--- config.mk ---
export PLATFORM = sky130hd
export DESIGN_NAME = ssp_div_cell
export DESIGN_NICKNAME = d
export VERILOG_FILES = /design/src/sv/ssp_pkg.sv /design/src/sv/ssp_div_cell.sv
export SDC_FILE = /design/constraint.sdc
export NUM_CORES = 1
export LEC_CHECK = 0
export BUFFER_PORTS_ARGS = -buffer_cell sky130_fd_sc_hd__buf_2
export CORE_AREA = 2 2 151 153
export DETAILED_ROUTE_END_ITERATION = 8
export DIE_AREA = 0 0 153 155
export MAX_ROUTING_LAYER = met4
export PLACE_DENSITY = 0.73
export SYNTH_ARGS = -nofsm -noshare
export SYNTH_HDL_FRONTEND = slang
export SYNTH_SLANG_ARGS = --single-unit
export TNS_END_PERCENT = 5
--- constraint.sdc ---
create_clock -name aclk -period 6.36 [get_ports aclk]
set_input_delay 0.954 -clock aclk [delete_from_list [all_inputs] [get_ports aclk]]
set_output_delay 0.954 -clock aclk [all_outputs]
set_load 0.01 [all_outputs]
--- src/sv/ssp_pkg.sv ---
// ----------------------------------------------------------------------------
// Sinc-squared profile package
// Widths, constants, register indexes and cell slot types.
// ----------------------------------------------------------------------------
package ssp_pkg;

    localparam int WORD_BITS = 32;
    localparam int FRAC_BITS = 16;

    // Fraction bits of the ratio and of the polynomial arithmetic.
    localparam int UF        = 30;
    localparam int NUM_W     = 62;
    localparam int REM_W     = 48;
    localparam int TAG_W     = 33;
    localparam int DIV1_STEPS = 62;
    localparam int DIV2_STEPS = 32;
    localparam int POLY_STEPS = 5;
    localparam int FAR_BITS  = 16;

    localparam logic [31:0] PI30   = 32'd3373259426;
    localparam logic [29:0] HALF_Q = 30'h2000_0000;
    localparam logic [30:0] ONE_Q  = 31'h4000_0000;

    localparam logic signed [31:0] POLY_C [POLY_STEPS+1] = '{
        -32'sd27, 32'sd2959, -32'sd213045, 32'sd8947849, -32'sd178956971,
        32'sd1073741824
    };

    typedef enum logic [1:0] {
        REG_BASE_OFFSET = 2'd0,
        REG_PEAK_GAIN   = 2'd1,
        REG_CENTER_POS  = 2'd2,
        REG_SLIT_WIDTH  = 2'd3
    } reg_idx_t;

    // One slot of a restoring divider chain.
    typedef struct packed {
        logic             valid;
        logic [NUM_W-1:0] num;
        logic [REM_W-1:0] rem;
        logic [REM_W-1:0] den;
        logic [TAG_W-1:0] tag;
    } div_slot_t;

    // One slot of the polynomial evaluation chain.
    typedef struct packed {
        logic               valid;
        logic signed [31:0] p;
        logic [31:0]        z;
        logic [30:0]        x;
        logic [47:0]        pu;
        logic               far;
        logic               near;
    } poly_slot_t;

endpackage

--- src/sv/ssp_div_cell.sv ---
// ----------------------------------------------------------------------------
// Restoring divider cell
// Retires one quotient bit per cell and hands the slot to the next cell.
// ----------------------------------------------------------------------------
module ssp_div_cell (
    input  logic              aclk,
    input  logic              aresetn,
    input  logic              ce,
    input  ssp_pkg::div_slot_t slot_in,
    output ssp_pkg::div_slot_t slot_out
);
    import ssp_pkg::*;

    logic [REM_W:0] trial;
    logic           fits;
    div_slot_t      slot_next;
    div_slot_t      slot_reg;

    always_comb begin
        trial = {slot_in.rem, slot_in.num[NUM_W-1]};
        fits  = trial >= {1'b0, slot_in.den};
        slot_next = slot_in;
        slot_next.num = {slot_in.num[NUM_W-2:0], fits};
        if (fits) begin
            slot_next.rem = REM_W'(trial - {1'b0, slot_in.den});
        end else begin
            slot_next.rem = trial[REM_W-1:0];
        end
    end

    always_ff @(posedge aclk) begin
        if (!aresetn) begin
            slot_reg.valid <= 1'b0;
        end else if (ce) begin
            slot_reg <= slot_next;
        end
    end

    assign slot_out = slot_reg;

endmodule

Word level (Yosys, flattened, before mapping) --
Index checks and enable logic that the tools add are counted.
Operators by class: $add $sub $neg 1, order comparisons 1, muxes and demuxes 1, reduce and logical (&&, ||, !) cells 1
Operator list (number):
- $ge A49 B48 Y1 | 1
- $mux W48 | 1
- $sub A48 B48 Y48 | 1
- $reduce_and A2 Y1 | 1
Storage, ports and cells: flip-flop bits (word level) 192, bits of input ports 195, output and inout port bits 192, logic and storage cells 9

Depth between registers and ports, before layout --
word-level depth 2, gate-level depth with buffers 14, mapped depth without buffers 12

Worst setup path before layout --
No wires, ideal clock.
path type input to register, start input port ce, end register slot_reg, in the netlist slot_out[0] (enable), setup time 0.574 ns, data arrival time 5.291 ns, data required time 5.786 ns, path slack 0.495 ns, cell stages on the path 1, path buffers 0, cell sequence and2_1
On the way: cells in the longest elaborated chain, start to end 1
Ends and longest elaborated chain:
- start: declaration | line ssp_div_cell.sv:8 | input logic ce,
- $reduce_and A2 Y1 (no source line)
- end signal: assignment | line ssp_div_cell.sv:35 | slot_reg <= slot_next;
- end: declaration | line ssp_div_cell.sv:17 | div_slot_t slot_reg;
Every way passes these cells. A chain may end at the register's enable or synchronous reset.

==> results.cfg <==
[worst_hold_path]
hp-start = slot_out[191]
hp-class = reg -> reg

[clock_tree]
cts_tree = done
cts_buffer_depth = 2
ctsResizeCount = 0
h-tree-depth = 4
clk_latency_ps = 430
cts_buffers = 17
clock-sinks = 192
cts_setup_buffers = 0
root_buffer = clkbuf_16
holdBufCountCts = 0
clkTransAtPathRegs_ps = 80

[worst_setup_path]
start_kind = input port
worst_ep_required_time_ps = 6540
crit_path_max_incr_delay_ps = 610
path_class = in -> reg
crit_top_cell = a221o_1
worstSetupEndpointType = register
crit_chain = buf_2, inv_1, ha_1, a21oi_1, o21bai_1, a221o_1, a221o_1, o21ai_2, a21o_1, a31o_4, buf_4, mux2_4
worstPathArrival_ps = 4220
cp-startpoint = slot_in[51]
r2r-start = slot_out[191]
critPathMaxFanout = 42
critical-path-slowest-cell = a31o_4

[timing]
timing.fmax_mhz = 247.7
rsz0062_at_grt = no
clock_skew_ps = 0
finalHoldViolCount = 0
timing.setup.tns_ps = 0
tightest_slew_ps = 1036
min_period_over_period_pct = 63.49
whs_ps = 557.7
report.final.slew_viol_count = 0
setup_viol = 0
max_slew_margin_pct = 30.96
setup_slack_ps = 2322
finalCriticalPeriod_ps = 4038

[global_routing]
grt_pass1_vias = 7346
track_usage_pct = 23.71
grt_max_degree = 117
grt_use_met1_pct = 27.12
grt-ovfl-total = 0
grt_use_met2_pct = 39.36
antenna_found_initial = 10
grt_pass1_wl_um = 41320
met3_usage_pct = 7.270
grt-busiest-layer = met2

[status]
status = completed

[layout]
fin_nets = 1349
layout_commonest_cell = buf_2
area_delta_synth_final_pct = 29.72
largest_reg_flops = 192
layout_common_cells = 386 x buf_2, 191 x edfxtp_1, 64 x inv_1
layout-drive-gt1-share_pct = 42.49

[routing]
drt-total-wl_um = 28110
antenna_left = 0
first_iter_violations = 402
routedWlPerCell_um = 19.88
dr.pass1.iters = 4
routed_via_density = 5.141
via_count = 7270
drcViolationCount = 0

[die]
core.rowCount = 55
die_w_um = 153
die_area_um2 = 23720
io_pins = 387
die_h_um = 155
core_um2 = 22230
start_util_pct = 42.70

[placed_design]
dp_hpwl_um = 22360
place.gp.congestion = 0.8947
portBuffers = 386
dp_slack_ps = 1874

[yosys]
dominantRegCellSynth = edfxtp_1
async_flop_share_pct = 0
ys.warnings.count = 0
synthesis.area_um2 = 9490
synth_cell_types = 56
yosysSeqAreaShare_pct = 60.65
synth_seq_cells = 192
synth_cells = 720
syn_nets = 964
avgSynthCellArea_um2 = 13.18
synth-edff-count = 191

[pwr]
p_per_area_nw_per_um2 = 271.1
p_leak_nw = 5.445
total_power_mw = 3.337
vdd_drop_max_v = 0.0001926

[job]
drv_cap = 0
[report_power, final]
group	total (mW)	internal [mW]	leakage (nW)	switching [mW]
clock	1.12	0.547	0.305	0.570
sequential	1.54	1.52	1.80	0.0238
combinational	0.680	0.306	3.34	0.375
total	3.34	2.37	5.45	0.969
[area by class of cell]
| cell class | count | area [µm²] |
|---|---|---|
| Timing Repair Buffer | 388 | 1959 |
| Multi-Input combinational cell | 442 | 3346 |
| Clock inverter | 15 | 200.2 |
| Clock buffer | 17 | 425.4 |
| Tap cell | 285 | 356.6 |
| Antenna cell | 11 | 27.53 |
| Inverter | 64 | 240.2 |
| Fill cell | 1926 | 9917 |
| Sequential cell | 192 | 5756 |
[cells in the mapped netlist (all sizes together), types with 6 or more instances]
cell type	instances	area (µm²)
inv	64	240.2
xnor2	29	254.0
and3	7	43.79
nand2	34	127.6
nor2b	6	37.54
edfxtp	191	5736
clkbuf	12	45.04
o21ai	31	158.9
nor2	34	127.6
xor2	14	122.6
a21oi	51	259.0
nand3	13	75.07
mux2	44	551.8
mux2i	7	70.07
ha	48	600.6
nor3	9	45.04
nand4	15	93.84
a31oi	7	43.79
buf	10	106.4
o21bai	10	75.07
and2	6	37.54
nand2b	6	37.54
a21o	29	217.7
[worst paths after layout]
check,endpoint,slack (ps),cells after the start
max,slot_out[124],2320,12
min,slot_out[191],560,2
max reg2reg,slot_out[191],5740,2
min reg2reg,slot_out[191],560,2
[metrics by stage]
step | instance area [µm²] | util [%] | cells
final | 12310 | 55.38 | 1414
after global routing | 12310 | 55.37 | 1413
after CTS | 12280 | 55.26 | 1403
after detailed placement | 11660 | 52.45 | 1371
after global placement | 11660 | 52.45 | 1371
after floorplan | 9490 | - | 720
[logic make-up after synthesis]
group                    share of synthesized area (%)
multiplexers                                     6.552
adder cells (fa/ha/maj)                          6.539
AND/OR/NAND/NOR                                  7.278
XOR/XNOR                                         3.968
flip-flops                                       60.65
buffers and inverters                            4.127
AO/OA/AOI/OAI                                    10.89
[metal layers]
metal  share of wire [%]  vias to the layer above  wire [µm]
met5                   0                        -          0
met4                 3.3                        0        931
met3                 7.0                       42       1955
met2                  50                      304      14150
met1                  39                     3456      11070
li1                    -                     3468          -
[worst max-delay path: cells and delay by family]
| kind | cells | cell delay, ps |
|---|---|---|
| AOI/OAI and AO/OA | 7 | 2070 |
| adders and majority gates | 1 | 390 |
| buffers and inverters | 3 | 410 |
| muxes | 1 | 310 |
(Power assumes the default switching activity.)
