==> src/sv/ssp_pkg.sv <==
// ----------------------------------------------------------------------------
// Sinc-squared profile package
// Widths, constants, register indexes and cell slot types.
// ----------------------------------------------------------------------------
package ssp_pkg;

    localparam int WORD_BITS = 32;
    localparam int FRAC_BITS = 16;

    // Fraction bits of the ratio and of the polynomial arithmetic.
    localparam int UF        = 30;
    localparam int NUM_W     = 62;
    localparam int REM_W     = 48;
    localparam int TAG_W     = 33;
    localparam int DIV1_STEPS = 62;
    localparam int DIV2_STEPS = 32;
    localparam int POLY_STEPS = 5;
    localparam int FAR_BITS  = 16;

    localparam logic [31:0] PI30   = 32'd3373259426;
    localparam logic [29:0] HALF_Q = 30'h2000_0000;
    localparam logic [30:0] ONE_Q  = 31'h4000_0000;

    localparam logic signed [31:0] POLY_C [POLY_STEPS+1] = '{
        -32'sd27, 32'sd2959, -32'sd213045, 32'sd8947849, -32'sd178956971,
        32'sd1073741824
    };

    typedef enum logic [1:0] {
        REG_BASE_OFFSET = 2'd0,
        REG_PEAK_GAIN   = 2'd1,
        REG_CENTER_POS  = 2'd2,
        REG_SLIT_WIDTH  = 2'd3
    } reg_idx_t;

    // One slot of a restoring divider chain.
    typedef struct packed {
        logic             valid;
        logic [NUM_W-1:0] num;
        logic [REM_W-1:0] rem;
        logic [REM_W-1:0] den;
        logic [TAG_W-1:0] tag;
    } div_slot_t;

    // One slot of the polynomial evaluation chain.
    typedef struct packed {
        logic               valid;
        logic signed [31:0] p;
        logic [31:0]        z;
        logic [30:0]        x;
        logic [47:0]        pu;
        logic               far;
        logic               near;
    } poly_slot_t;

endpackage

==> src/sv/ssp_poly_cell.sv <==
// ----------------------------------------------------------------------------
// Polynomial step cell
// One Horner step: p = coef + floor(p * z / 2^30), registered.
// ----------------------------------------------------------------------------
module ssp_poly_cell (
    input  logic               aclk,
    input  logic               aresetn,
    input  logic               ce,
    input  logic signed [31:0] coef,
    input  ssp_pkg::poly_slot_t slot_in,
    output ssp_pkg::poly_slot_t slot_out
);
    import ssp_pkg::*;

    logic signed [64:0] prod;
    logic signed [64:0] prod_sh;
    poly_slot_t         slot_next;
    poly_slot_t         slot_reg;

    always_comb begin
        prod      = 65'(slot_in.p) * $signed({1'b0, slot_in.z});
        prod_sh   = prod >>> UF;
        slot_next = slot_in;
        slot_next.p = coef + $signed(prod_sh[31:0]);
    end

    always_ff @(posedge aclk) begin
        if (!aresetn) begin
            slot_reg.valid <= 1'b0;
        end else if (ce) begin
            slot_reg <= slot_next;
        end
    end

    assign slot_out = slot_reg;

endmodule

==> config.mk <==
export PLATFORM = sky130hd
export DESIGN_NAME = ssp_poly_cell
export DESIGN_NICKNAME = d
export VERILOG_FILES = /design/src/sv/ssp_pkg.sv /design/src/sv/ssp_poly_cell.sv
export SDC_FILE = /design/constraint.sdc
export NUM_CORES = 2
export LEC_CHECK = 0
export ABC_AREA = 0
export BUFFER_PORTS_ARGS = -buffer_cell sky130_fd_sc_hd__buf_4
export CORE_MARGIN = 4
export CORE_UTILIZATION = 40
export DETAILED_ROUTE_END_ITERATION = 10
export HOLD_SLACK_MARGIN = 0.06
export PLACE_DENSITY = 0.56
export SYNTH_ARGS = -nofsm -noshare
export SYNTH_HDL_FRONTEND = slang
export SYNTH_SLANG_ARGS = --single-unit
==> constraint.sdc <==
create_clock -name aclk -period 21.6 [get_ports aclk]
set_input_delay 2.16 -clock aclk [delete_from_list [all_inputs] [get_ports aclk]]
set_output_delay 2.16 -clock aclk [all_outputs]
set_load 0.01 [all_outputs]
# ---- Word-level counts from Yosys, hierarchy flattened
# Cells that the tools add are included.
dict set report word_totals {
  wordCells 10
  regBits 146
  inputBits 181
  out_inout_bits 146
}
dict set report classes {
  multipliers 1
  addsub 1
  n_reduce_logical 1
}
# cell n
set ops {}
lappend ops {{multiplier 32 x 33 -> 62 bit} 1}
lappend ops {{adder 32 bit} 1}
lappend ops {{AND reduction 2 bit} 1}

# ---- Logic depth before layout (Yosys ltp)
dict set report depth {
  word_depth 2
  depth_mapped 37
  depth_no_buf 35
}

# ---- Worst setup path after synthesis
# Ideal clock, no wire load.
dict set report synth_path {
  kind {input-to-reg}
  start {input port slot_in[130] in the netlist's numbering}
  end {register slot_reg (netlist bit slot_out[143]) (data pin)}
  t_arrival_ns 10.259
  cell_stages 31
  path_buffers 1
  setup_time_ns 0.263
  path_slack_ns 11.079
  cell_sequence {clkbuf_1 -> and2_1 -> fa_1 -> inv_1 -> fa_1 -> inv_1 -> fa_1 -> inv_1 -> fa_1 -> inv_1 -> fa_1 -> fa_1 -> fa_1 -> fa_1 -> ha_1 -> nand4_1 -> nand4bb_1 -> a311oi_1 -> o2111ai_1 -> a32oi_1 -> a21oi_1 -> xnor2_1 -> ha_1 -> nand2_1 -> or4_1 -> a21o_1 -> a211oi_1 -> o21ai_1 -> a31oi_1 -> a311oi_1 -> xnor2_1}
}
# element line
set synth_lines {}
lappend synth_lines {{from (decl)} ssp_poly_cell.sv:10} ;# input ssp_pkg::poly_slot_t slot_in,
lappend synth_lines {{to (signal assigned)} ssp_poly_cell.sv:31} ;# slot_reg <= slot_next;
lappend synth_lines {{to (decl)} ssp_poly_cell.sv:18} ;# poly_slot_t slot_reg;

==> metrics <==
CTS H-Tree Depth 4; Yosys reg bits 146; CTS tree built; die width 318 um; Core ar. 95200 um2; relative slew slack 0.223; Post-Route WL 114000 um; Data required, critical path 21.83 ns; largest net degree at the start of global routing 77; Post-Syn Instances 3905; part of the cycle the worst path needs 0.553; CTS Hold Bufs 0; Reg-to-Reg Start slot_out[145]; final setup fails 0; die area 101000 um2; first-pass GRT wire length 179000 um; Achievable Freq 0.0837 GHz; Nets 5446; layout cells sized above 1 0.0933; initial core utilization 0.404; Sequential Area 4370 um2; Mapped Area 38400 um2; Tightest Pin Transition 1.17 ns; CTS resizes 0; Seq/Total Area, Yosys 0.114; unrepaired setup endpoints after global routing no; first-pass iteration count of the detailed router 7; Setup TNS Final 0 ns; WHS Path Cells 2; Die Y 318 um; area leader, netlist fa_1; largest family of logic cells by synthesized area adder cells; clock tree sinks 146; total routing usage reported by global routing 0.232; hold path start slot_out[145]; gpl congestion 0.920; CTS root buf clkbuf_16; Post-Synth Adder-Cell Area 0.567; Filler Cell Count 9212; Clock Path Buffers 2; Worst Setup Start Kind primary input; syn nets 5289; Crit path arrival time 12.18 ns; Yosys top cell area share 0.467; Crit Reg-Reg Endpoint slot_out[145]; reg2reg path depth 2; CTS Buf Count 17; post-synthesis mux area share 0.000261; Post-DRT Antenna Nets 0; Worst Path Max Fanout 19; Reg clk slew, reported paths 0.08 ns; synth top area cells fa_1, edfxtp_1, ha_1; Hold Fails Final Rpt 0; initial antenna violation count 5; Synth cell types 65; post-DP HPWL 85600 um; drt drc 0; clock latency on the worst-skew pair 0.48 ns; max reg flops 146; kind of critical path in -> reg; Synth Area in Compound Gates 0.0367; critical path endpoint category register; Post-CTS Repair Setup Buffers 0; Area Overhead vs Synth 10.3%; Avg WL per Cell 21.3 um; CP max stage cell fa_1; via count 27000; r2r setup slk 20.95 ns; asr flop ratio synth 0; number of global-route vias before repair 29700; Post-synth EDFFs 145; yosys warns 0; Max Cap Viol 0; Final min period 11.95 ns; area of the multi-input gates 30000 um2; fraction of the mapped netlist area in simple logic gates 0.161; # IOs 327; CP most frequent cell fa_1; DR iter-0 viols 1307; Slew Viols, Final 0; result of the run completed; Port Buffers 326; Main synth FF type edfxtp_1; Synth Area in XOR/XNOR 0.0150; via density per instance 5.05; hold path endpoint slot_out[145]; Synth Area per Inst 9.84 um2; CP max stage delay 0.68 ns; Worst Hold Class reg -> reg; grt ovf 0; FP Rows 113; Clock Skews 0 ns
==> metal layers <==
metal / up-vias / part of all wire / global-route usage / routed length [um]
met2: 696 / 0.52 / 0.412 / 59100
met5: - / 0 / 0 / 0
met3: 133 / 0.048 / 0.0331 / 5430
li1: 11800 / - / - / -
met1: 14300 / 0.41 / 0.303 / 47300
met4: 0 / 0.019 / 0.0471 / 2210
==> critical path: cells and delay by family <==
family          cells  cell delay [ns]
simple gates        5             1.93
compound gates      8             1.84
fa+ha+maj          10             4.89
xor+xnor            2             0.34
buf+inv             6             1.00
==> synthesized netlist by cell type (6+ instances only) <==
| cell type | count |
|---|---|
| o21a_1 | 8 |
| nor3_1 | 14 |
| nand2_1 | 447 |
| nand2b_1 | 21 |
| o21ai_0 | 34 |
| nand3_1 | 16 |
| nor2b_1 | 7 |
| and2_1 | 580 |
| nand4_1 | 12 |
| edfxtp_1 | 145 |
| nor2_1 | 58 |
| o21bai_1 | 12 |
| a21o_1 | 37 |
| inv_1 | 886 |
| fa_1 | 897 |
| and3_1 | 7 |
| a21oi_1 | 63 |
| a31oi_1 | 6 |
| a211oi_1 | 10 |
| xor2_1 | 23 |
| xnor2_1 | 43 |
| o211ai_1 | 7 |
| clkbuf_1 | 196 |
| or2_2 | 6 |
| ha_1 | 306 |
==> cell families after synthesis <==
logic type / Yosys count
xor gates and xnor gates: 66
adders and majority gates: 1203
muxes: 1
buffers and inverters: 1083
AOI/OAI and AO/OA: 214
DFF: 146
and+or+nand+nor: 1192
==> per-stage QoR <==
| stage | instances | worst slack [ns] | cell area (um2) | util | hold WS [ns] |
|---|---|---|---|---|---|
| after CTS | 5340 | 9.62 | 42400 | 0.445 | 0.586 |
| after global placement | 5308 | 9.17 | 41800 | 0.439 | 0.567 |
| final | 5344 | 9.65 | 42400 | 0.445 | 0.590 |
| after detailed placement | 5308 | 9.09 | 41800 | 0.439 | 0.566 |
| after global routing | 5341 | 9.02 | 42400 | 0.445 | 0.604 |
| after floorplan | 3905 | 11.08 | 38400 | - | 0.538 |
==> cell usage in the layout (no fill, tap or decap), types with 14 or more instances in the layout <==
cell type | Yosys | layout
fa_1 | 897 | 897
inv_1 | 886 | 886
and2_1 | 580 | 579
nand2_1 | 447 | 447
buf_4 | 0 | 335
ha_1 | 306 | 306
edfxtp_1 | 145 | 145
a21oi_1 | 63 | 63
nor2_1 | 58 | 58
xnor2_1 | 43 | 43
a21o_1 | 37 | 37
o21ai_0 | 34 | 34
xor2_1 | 23 | 23
nand2b_1 | 21 | 21
clkbuf_16 | 0 | 17
nand3_1 | 16 | 16
nor3_1 | 14 | 14
==> cell type report <==
type / instances / share of cell area
tap: 1265 / 0.0374
clock buffer: 17 / 0.0100
multi-input combinational: 2676 / 0.708
antenna: 4 / 0.000236
sequential: 146 / 0.103
clock inverter: 15 / 0.00351
timing repair buffer: 335 / 0.0594
inverter: 886 / 0.0785
==> worst max path at each step <==
stage	startpoint	end	slack (ns)	cells after the start
after global routing	slot_in[144]	slot_out[143]	9.02	31
after detailed placement	slot_in[144]	slot_out[143]	9.09	31
after CTS	slot_in[144]	slot_out[143]	9.62	31
final	slot_in[144]	slot_out[143]	9.65	31
after global placement	slot_in[144]	slot_out[143]	9.17	31
after floorplan	slot_in[130]	slot_out[143]	11.08	31
Power is not shown: default switching activity piles up to over one toggle a cycle in this logic, so the estimate is an artifact.
